$ cat src/design/assert_macros.svh
// Assertion helpers for the RTL files, included by nec_ir_frame_encoder.
`ifndef ASSERT_MACROS_SVH
`define ASSERT_MACROS_SVH

// Check a property on every rising edge while out of reset.
`define ASSERT_HOLDS(lbl, clk, rstn, prop) \
    lbl: assert property (@(posedge clk) disable iff (!rstn) (prop)) \
        else $error("assertion failed");

// Check that a condition in one cycle implies another in the next cycle.
`define ASSERT_NEXT(lbl, clk, rstn, ante, cons) \
    lbl: assert property (@(posedge clk) disable iff (!rstn) (ante) |=> (cons)) \
        else $error("assertion failed");

`endif

$ cat src/design/nec_enc_pkg.sv
`timescale 1ns / 1ps
`default_nettype none

package nec_enc_pkg;

    localparam int unsigned DUR_W       = 15;
    localparam int unsigned CODE_W      = 32;
    localparam int unsigned BITS_W      = 32;
    localparam int unsigned IDX_W       = 6;
    localparam int unsigned CFG_IDX_W   = 3;

    // slot 0 is the leader, slots 1..32 carry bits, slot 33 is the stop item
    localparam logic [IDX_W-1:0] IDX_LEADER = 6'd0;
    localparam logic [IDX_W-1:0] IDX_STOP   = 6'd33;

    localparam logic [CFG_IDX_W-1:0] REG_LEADER_MARK  = 3'd0;
    localparam logic [CFG_IDX_W-1:0] REG_LEADER_SPACE = 3'd1;
    localparam logic [CFG_IDX_W-1:0] REG_BIT_MARK     = 3'd2;
    localparam logic [CFG_IDX_W-1:0] REG_ONE_SPACE    = 3'd3;
    localparam logic [CFG_IDX_W-1:0] REG_ZERO_SPACE   = 3'd4;
    localparam logic [CFG_IDX_W-1:0] REG_STOP_MARK    = 3'd5;
    localparam logic [CFG_IDX_W-1:0] REG_STOP_SPACE   = 3'd6;

    localparam logic [DUR_W-1:0] RST_LEADER_MARK  = 15'd9000;
    localparam logic [DUR_W-1:0] RST_LEADER_SPACE = 15'd4500;
    localparam logic [DUR_W-1:0] RST_BIT_MARK     = 15'd560;
    localparam logic [DUR_W-1:0] RST_ONE_SPACE    = 15'd1690;
    localparam logic [DUR_W-1:0] RST_ZERO_SPACE   = 15'd560;
    localparam logic [DUR_W-1:0] RST_STOP_MARK    = 15'd560;
    localparam logic [DUR_W-1:0] RST_STOP_SPACE   = 15'h7fff;

    typedef struct packed {
        logic [DUR_W-1:0] leader_mark;
        logic [DUR_W-1:0] leader_space;
        logic [DUR_W-1:0] bit_mark;
        logic [DUR_W-1:0] one_space;
        logic [DUR_W-1:0] zero_space;
        logic [DUR_W-1:0] stop_mark;
        logic [DUR_W-1:0] stop_space;
    } t_cfg;

    typedef enum logic [1:0] {
        KIND_LEADER = 2'd0,
        KIND_BIT    = 2'd1,
        KIND_STOP   = 2'd2
    } t_kind;

    typedef struct packed {
        logic  valid;
        t_kind kind;
        logic  bit_val;
    } t_slot;

endpackage

`default_nettype wire

$ cat src/design/nec_ir_frame_encoder.sv
// The first pulse item leaves via the sequencer registers and the output register.
// Throughput: 34 pulse items per code, one per cycle; a new request is taken
// while the stop item is being formed, so codes follow each other back to back.
// The rate is set by the 34-slot frame counter. Results cannot be stalled.
// Reset (synchronous, active low) loads the default timings and idles the frame.
`timescale 1ns / 1ps
`default_nettype none
`include "assert_macros.svh"

module nec_ir_frame_encoder
    import nec_enc_pkg::*;
(
    input  wire logic                 i_clk,
    input  wire logic                 i_rst_n,
    input  wire logic                 start,
    output logic                      busy,
    input  wire logic [CODE_W-1:0]    i_send_code,
    input  wire logic                 i_cfg_valid,
    output logic                      o_cfg_ready,
    input  wire logic [CFG_IDX_W-1:0] i_cfg_index,
    input  wire logic [DUR_W-1:0]     i_cfg_data,
    output logic                      o_valid,
    output logic [DUR_W-1:0]          o_mark_ticks,
    output logic [DUR_W-1:0]          o_space_ticks,
    output logic                      o_last_item
);

    t_cfg             cfg;
    t_slot            slot;
    logic             r_valid;
    logic [DUR_W-1:0] r_mark;
    logic [DUR_W-1:0] r_space;
    logic             r_last;
    logic [DUR_W-1:0] n_mark;
    logic [DUR_W-1:0] n_space;
    logic             n_last;

    assign o_cfg_ready = 1'b1;

    nec_enc_cfg u_cfg (
        .i_clk       (i_clk),
        .i_rst_n     (i_rst_n),
        .i_cfg_valid (i_cfg_valid),
        .i_cfg_index (i_cfg_index),
        .i_cfg_data  (i_cfg_data),
        .o_cfg       (cfg)
    );

    nec_enc_seq u_seq (
        .i_clk   (i_clk),
        .i_rst_n (i_rst_n),
        .i_start (start),
        .i_code  (i_send_code),
        .o_busy  (busy),
        .o_slot  (slot)
    );

    always_comb begin
        unique case (slot.kind)
            KIND_LEADER: begin
                n_mark  = cfg.leader_mark;
                n_space = cfg.leader_space;
                n_last  = 1'b0;
            end
            KIND_STOP: begin
                n_mark  = cfg.stop_mark;
                n_space = cfg.stop_space;
                n_last  = 1'b1;
            end
            default: begin
                n_mark  = cfg.bit_mark;
                n_space = slot.bit_val ? cfg.one_space : cfg.zero_space;
                n_last  = 1'b0;
            end
        endcase
    end

    always_ff @(posedge i_clk) begin
        if (!i_rst_n) begin
            r_valid <= 1'b0;
        end else begin
            r_valid <= slot.valid;
        end
    end

    always_ff @(posedge i_clk) begin
        r_mark  <= n_mark;
        r_space <= n_space;
        r_last  <= n_last;
    end

    assign o_valid       = r_valid;
    assign o_mark_ticks  = r_mark;
    assign o_space_ticks = r_space;
    assign o_last_item   = r_valid && r_last;

    `ASSERT_NEXT(a_busy_after_start, i_clk, i_rst_n, start && !busy, busy)
    `ASSERT_NEXT(a_busy_emits, i_clk, i_rst_n, busy, o_valid)
    `ASSERT_NEXT(a_single_stop, i_clk, i_rst_n, o_last_item, !o_last_item)
    `ASSERT_HOLDS(a_stop_while_free, i_clk, i_rst_n, !(slot.kind == KIND_STOP && busy))

endmodule

`default_nettype wire

$ cat src/design/nec_enc_cfg.sv
`timescale 1ns / 1ps
`default_nettype none

module nec_enc_cfg
    import nec_enc_pkg::*;
(
    input  wire logic                 i_clk,
    input  wire logic                 i_rst_n,
    input  wire logic                 i_cfg_valid,
    input  wire logic [CFG_IDX_W-1:0] i_cfg_index,
    input  wire logic [DUR_W-1:0]     i_cfg_data,
    output t_cfg                      o_cfg
);

    t_cfg r_cfg;
    t_cfg n_cfg;

    always_comb begin
        n_cfg = r_cfg;
        if (i_cfg_valid) begin
            unique case (i_cfg_index)
                REG_LEADER_MARK:  n_cfg.leader_mark  = i_cfg_data;
                REG_LEADER_SPACE: n_cfg.leader_space = i_cfg_data;
                REG_BIT_MARK:     n_cfg.bit_mark     = i_cfg_data;
                REG_ONE_SPACE:    n_cfg.one_space    = i_cfg_data;
                REG_ZERO_SPACE:   n_cfg.zero_space   = i_cfg_data;
                REG_STOP_MARK:    n_cfg.stop_mark    = i_cfg_data;
                REG_STOP_SPACE:   n_cfg.stop_space   = i_cfg_data;
                // drop writes to unmapped indexes
                default:          n_cfg = r_cfg;
            endcase
        end
    end

    always_ff @(posedge i_clk) begin
        if (!i_rst_n) begin
            r_cfg.leader_mark  <= RST_LEADER_MARK;
            r_cfg.leader_space <= RST_LEADER_SPACE;
            r_cfg.bit_mark     <= RST_BIT_MARK;
            r_cfg.one_space    <= RST_ONE_SPACE;
            r_cfg.zero_space   <= RST_ZERO_SPACE;
            r_cfg.stop_mark    <= RST_STOP_MARK;
            r_cfg.stop_space   <= RST_STOP_SPACE;
        end else begin
            r_cfg <= n_cfg;
        end
    end

    assign o_cfg = r_cfg;

endmodule

`default_nettype wire

$ cat src/design/nec_enc_seq.sv
`timescale 1ns / 1ps
`default_nettype none

module nec_enc_seq
    import nec_enc_pkg::*;
(
    input  wire logic              i_clk,
    input  wire logic              i_rst_n,
    input  wire logic              i_start,
    input  wire logic [CODE_W-1:0] i_code,
    output logic                   o_busy,
    output t_slot                  o_slot
);

    logic [BITS_W-1:0] r_bits;
    logic [BITS_W-1:0] n_bits;
    logic [IDX_W-1:0]  r_idx;
    logic [IDX_W-1:0]  n_idx;
    logic              r_active;
    logic              n_active;
    logic              accept;

    // free again while the stop slot is out, so frames run back to back
    assign o_busy = r_active && (r_idx != IDX_STOP);
    assign accept = i_start && !o_busy;

    always_comb begin
        n_bits   = r_bits;
        n_idx    = r_idx;
        n_active = r_active;
        if (accept) begin
            n_bits   = {i_code[31:16], i_code[15:8], ~i_code[15:8]};
            n_idx    = IDX_LEADER;
            n_active = 1'b1;
        end else if (r_active) begin
            if (r_idx == IDX_STOP) begin
                n_active = 1'b0;
            end else begin
                n_idx = r_idx + 1'b1;
                // advance the bit line once a bit slot has gone out
                if (r_idx != IDX_LEADER) begin
                    n_bits = {r_bits[BITS_W-2:0], 1'b0};
                end
            end
        end
    end

    always_ff @(posedge i_clk) begin
        if (!i_rst_n) begin
            r_idx    <= IDX_LEADER;
            r_active <= 1'b0;
        end else begin
            r_idx    <= n_idx;
            r_active <= n_active;
        end
    end

    always_ff @(posedge i_clk) begin
        r_bits <= n_bits;
    end

    always_comb begin
        o_slot.valid   = r_active;
        o_slot.bit_val = r_bits[BITS_W-1];
        if (r_idx == IDX_LEADER) begin
            o_slot.kind = KIND_LEADER;
        end else if (r_idx == IDX_STOP) begin
            o_slot.kind = KIND_STOP;
        end else begin
            o_slot.kind = KIND_BIT;
        end
    end

endmodule

`default_nettype wire
$ cat config.mk
export PLATFORM = sky130hd
export DESIGN_NAME = nec_ir_frame_encoder
export DESIGN_NICKNAME = d
export VERILOG_FILES = /design/src/design/nec_enc_pkg.sv /design/src/design/nec_ir_frame_encoder.sv /design/src/design/nec_enc_cfg.sv /design/src/design/nec_enc_seq.sv
export VERILOG_INCLUDE_DIRS = /design/src /design/src/design
export SDC_FILE = /design/constraint.sdc
export NUM_CORES = 1
export LEC_CHECK = 0
export BUFFER_PORTS_ARGS = -buffer_cell sky130_fd_sc_hd__buf_2
export CAP_MARGIN = 20
export CORE_ASPECT_RATIO = 1.2
export CORE_MARGIN = 1
export CORE_UTILIZATION = 55
export DETAILED_ROUTE_END_ITERATION = 8
export HOLD_SLACK_MARGIN = 0.08
export PLACE_DENSITY = 0.76
export SYNTH_ARGS = -nofsm -noshare
export SYNTH_HDL_FRONTEND = slang
export SYNTH_SLANG_ARGS = --single-unit
export TNS_END_PERCENT = 10
$ cat constraint.sdc
create_clock -name i_clk -period 2.9 [get_ports i_clk]
set_clock_uncertainty 0.2 [all_clocks]
set_input_delay 0.435 -clock i_clk [delete_from_list [all_inputs] [get_ports i_clk]]
set_output_delay 0.435 -clock i_clk [all_outputs]
set_load 0.02 [all_outputs]
# Word-level counts from Yosys, hierarchy flattened
# Cells that the tools add are included.
# W data, S select, Z words.
[word_totals] reg_bits=176 out_inout_bits=34
[op_classes] n_eq_ne=10 n_reduce_logical=20 mux=13 n_addsub=1 bitwise=3
[ops] operator="$mux W32" n=4
[ops] operator="$pmux W15 S2" n=2
[ops] operator="$reduce_and A2 Y1" n=8
[ops] operator="$mux W15" n=1
[ops] operator="$eq A3 B3 Y1 const B" n=3
[ops] operator="$not A8 Y8" n=1
[ops] operator="$add A6 B1 Y6 const B" n=1
[ops] operator="$eq A3 B2 Y1 const B" n=2
[ops] operator="$eq A6 B6 Y1 const B" n=1
[ops] operator="$logic_not A6 Y1" n=1
[ops] operator="$ne A6 B6 Y1 const B" n=1
[ops] operator="$reduce_bool A6 Y1" n=1
[ops] operator="$mux W1" n=4
[ops] operator="$mux W2" n=2
[ops] operator="$reduce_bool A2 Y1" n=2
[ops] operator="$eq A3 B1 Y1 const B" n=1
[ops] operator="$logic_and A1 B1 Y1" n=3
[ops] operator="$logic_not A3 Y1" n=1
[ops] operator="$reduce_and A3 Y1" n=1
[ops] operator="$eq A2 B2 Y1 const B" n=1
[ops] operator="$logic_not A2 Y1" n=1
[ops] operator="$ne A2 B1 Y1 const B" n=1
[ops] operator="$not A1 Y1" n=2
[ops] operator="$reduce_or A2 Y1" n=1
[ops] operator="$logic_not A1 Y1" n=1

# Logic depth before layout (Yosys ltp)
[depth] ltp_word=6 depth_mapped=7

# Cells and area by module
# A second synthesis with hierarchy kept.
[unflattened] hier_cells=650 hier_area_um2=7418.4
[by_module_without_submodules] module="nec_enc_cfg" area_per_inst_um2=4021.4 cells_each=383 n_inst=1
[by_module_without_submodules] module="nec_enc_seq" area_per_inst_um2=1876.8 cells_each=129 n_inst=1
[by_module_without_submodules] module="nec_ir_frame_encoder" area_per_inst_um2=1520.2 cells_each=138 n_inst=1

# Worst setup path after synthesis
# Ideal clock, no wire load.
[synth_timing] path_type="register to register" startpoint="reg u_seq.r_idx[1]" endpoint="reg u_seq.r_bits[0] (enable)" path_stages_with_launch=6 arrival_time_ns=1.777 setup_ns=0.375 t_required_ns=2.325 synth_period_minus_slack_ns=2.352 setup_slack_ns=0.548 cell_sequence="dfxtp_1 -> inv_1 -> ha_1 -> and2_1 -> a21oi_2 -> mux2_2"
[synth_between] elab_chain_len=6 word_cells_on_any_way=10 classes_between="eq/ne (3); reduce/logical (7)"
[synth_rtl] element="start: declaration" line_no="nec_enc_seq.sv:17" source="logic [IDX_W-1:0] r_idx;"
[synth_rtl] element="start signal: assignment" line_no="nec_enc_seq.sv:53" source="r_idx <= n_idx;"
[synth_rtl] element="$ne A6 B6 Y1 (*)" line_no="nec_enc_seq.sv:24" source="assign o_busy = r_active && (r_idx != IDX_STOP);"
[synth_rtl] element="$logic_and A1 B1 Y1 (*)" line_no="nec_enc_seq.sv:24"
[synth_rtl] element="named net busy" line_no="nec_ir_frame_encoder.sv:16" source="output logic busy,"
[synth_rtl] element="$logic_not A1 Y1 (*)" line_no="nec_enc_seq.sv:25" source="assign accept = i_start && !o_busy;"
[synth_rtl] element="$logic_and A1 B1 Y1 (*)" line_no="nec_enc_seq.sv:25"
[synth_rtl] element="$ne A2 B1 Y1 (no line) or $reduce_bool A2 Y1 (tied branches)"
[synth_rtl] element="$reduce_and A3 Y1 (no line) (*)"
[synth_rtl] element="end signal: assignment" line_no="nec_enc_seq.sv:59" source="r_bits <= n_bits;"
[synth_rtl] element="end: declaration" line_no="nec_enc_seq.sv:15" source="logic [BITS_W-1:0] r_bits;"
# The timed path passes the listed nets; every way through them passes the cells marked *.
# A chain may end at the register's enable or synchronous reset.

# Worst setup path after layout
[layout_timing] startpoint="reg u_seq.r_idx[1]" endpoint="reg u_seq.r_bits[26] (enable)"
[layout_between] elab_chain_len=6 word_cells_on_any_way=10 classes_between="eq/ne (3); reduce/logical (7)"
[layout_rtl] element="$ne A6 B6 Y1" line_no="nec_enc_seq.sv:24"
[layout_rtl] element="$logic_and A1 B1 Y1" line_no="nec_enc_seq.sv:24"
[layout_rtl] element="$logic_not A1 Y1" line_no="nec_enc_seq.sv:25"
[layout_rtl] element="$logic_and A1 B1 Y1" line_no="nec_enc_seq.sv:25"
[layout_rtl] element="$ne A2 B1 Y1 (no line) or $reduce_bool A2 Y1 (tied branches)"
[layout_rtl] element="$reduce_and A3 Y1 (no line) (*)"
# Mark *: on every way between the ends. The rest lies on a longest branch, timed or not.

==> metrics.txt <==
status=completed; post-synthesis simple-gate area fraction=around a fifth; min Tclk post-route=2.49 ns; Yosys reg bits=between 150 and 200; hpwl dp=between 9000 and 10000 um; mux cell area share after synthesis=approximately 9%; Post-Synth XOR/XNOR Area=less than 1%; Cells after Synth=roughly 720; total gr overflow=0; pwr dens=slightly below 700 nW/um2; Post-CTS Setup Repair Bufs=0; RD Place Congestion=between 0.8 and 0.9; number of global-route vias before repair=5251; Max-Cap Viols=0; Final Cycle Share=between 80 and 90%; via count=5472; CTS-repair resized insts=0; CTS Sinks=176; Synth cell types=44; # DRC=0; Worst Hold Class=primary input to register; Post-Synthesis Mean Instance Area=~9.8 um2; maximum clock path buffer count=2; final setup margin=between 0.4 and 0.5 ns; count of final hold-check violations=0; Critical Path RT=between 2 and 3 ns; Die X=~110 um; Via density=5.78; Final Routed Wirelength=16600 um; Ant. Diodes=0; CP Launch Type=register; setup violators final=0; largest family of logic cells by synthesized area=simple AND/OR/NAND/NOR gates; initial antenna violation count=0; Peak supply drop=approximately 0.00034 V; Final Max Tran Viols=0; nets@finish=around 830; largest cells by area after synthesis=dfxtp_1, edfxtp_1, nand2_1, a21oi_1, a221o_1; first-pass GRT wire length=26500 um; Max Freq=about 400 MHz; register area share after synthesis=between 50% and 60%; post-route ant nets=0; fraction of the mapped netlist area in compound gates=between 9 and 10%; Total Routing Usage GR=25.8%; Clk pin slew, worst setup/hold paths=approximately 0.070 ns; DIE AREA=about 13000 um2; routed len/inst=~18 um; Top FF cell, synth=dfxtp_1; area fraction of the dominant cell type after synthesis=approximately two fifths; H-tree Lvls=4; Num CTS Buffers=17; hold buffers post-CTS=0; CP Capture Type=register; clk root buf=clkbuf_16; die boundary height=126 um; Core Region=~12000 um2; area delta synth->final=14.0%; IO Pins=88; largest net degree at the start of global routing=66; total power=roughly 5400 uW; hold_ws=approximately 0.096 ns; Synth Net Count=a little under 800; commonest cells in the netlist=nand2_1, dfxtp_1, a21oi_1, nand3_1, edfxtp_1; Final TNS setup=0 ns; synth warn=0; ys async rst share=0%; most frequent cell after synthesis=nand2_1; Adder-Cell Fraction of Synth Area=less than 1%; layout cell share with drive strength beyond 1=between 20 and 25%; DR pass1 iterations=5; slew margin rel.=about 34%; RSZ-0062 raised after global routing=no; largest fanout on the critical path=32; pre-CTS setup slack=~0.42 ns; Worst-Margin Slew=approximately 1 ns; Setup CP Type=register to register; worst skew pair latency=around 0.43 ns; Leakage=~0.0034 uW; Critical Path AT=~2.3 ns; DRT iter0 DRCs=406; initial core utilization=57.1%; EDFF count, synth=32; CTS tree=yes; row cnt=44; post-synth top area cell=dfxtp_1; Cell Area, Synth=7020 um2; I/O Buffers=78
[layout by cell type, fill, tap and decap left out, drive strengths merged, types with 2 or more instances in the layout]
cell,n
ha,3
nor3,3
and4b,3
o21ai,2
nor2b,2
inv,23
nor2,2
and3,31
clkinv,2
dfxtp,144
a221o,30
and4bb,3
mux2i,9
nand2,214
a21oi,67
nand3,42
nand4bb,3
or3,3
buf,91
mux2,40
and2,3
edfxtp,32
nand4b,3
clkbuf,18
[cell type report]
class	instances	area [um2]
clock inverter	14	134
tap	161	201
timing repair buffer	91	488
sequential	176	3840
fill	975	4280
inverter	11	41.3
clock buffer	18	450
multi-input combinational	475	2840
[layer usage]
metal  track usage [%]  up-vias  wire (um)
li1                  -     2590          -
met4              11.7        0        421
met5                 0        -          0
met3              5.23       31       1070
met2              44.0      213       8400
met1              31.5     2638       6740
[report_power, final]
part	switching (uW)	total, uW	leakage (uW)	internal (uW)
Combinational	300	509	0.00159	209
Clock	1040	2230	0.000293	1200
Sequential	51.2	2680	0.00148	2630
Total	1390	5420	0.00337	4030
[cell families after synthesis]
kind of cell	count (synthesis)
AOI/OAI and AO/OA	105
xor gates and xnor gates	1
adders and majority gates	3
buffers and inverters	65
DFF	176
muxes	49
other	1
and+or+nand+nor	316
[registers in the layout, indices dropped and copies added (netlist names)]
name,cells
u_seq.r_active,1
o_valid,1
o_space_ticks,15
u_cfg.o_cfg,105
u_seq.r_idx,6
u_seq.r_bits,32
o_mark_ticks,15
r_last,1
[worst max-delay path: stages (launching register included)]
cell and delay, ns:
dfxtp_1 0.35, inv_1 0.08, ha_1 0.19, and2_1 0.20, a21oi_2 0.36, mux2_2 0.72
[through the flow]
stage	std cells	area (um2)	util, %
final	946	8000	65.1
after global routing	946	8000	65.1
after CTS	946	8000	65.1
after detailed placement	914	7410	60.4
after global placement	914	7410	60.4
after floorplan	716	7020	-
[final timing paths]
check	slack (ns)	to	from	cells after the start
setup reg to reg	0.41	u_seq.r_bits[26]	u_seq.r_idx[1]	5
setup / recovery	0.41	u_seq.r_bits[26]	u_seq.r_idx[1]	5
hold reg to reg	0.25	u_cfg.o_cfg[90]	u_cfg.o_cfg[90]	2
hold / removal	0.1	o_valid	i_rst_n	3
(Power assumes the default switching activity.)
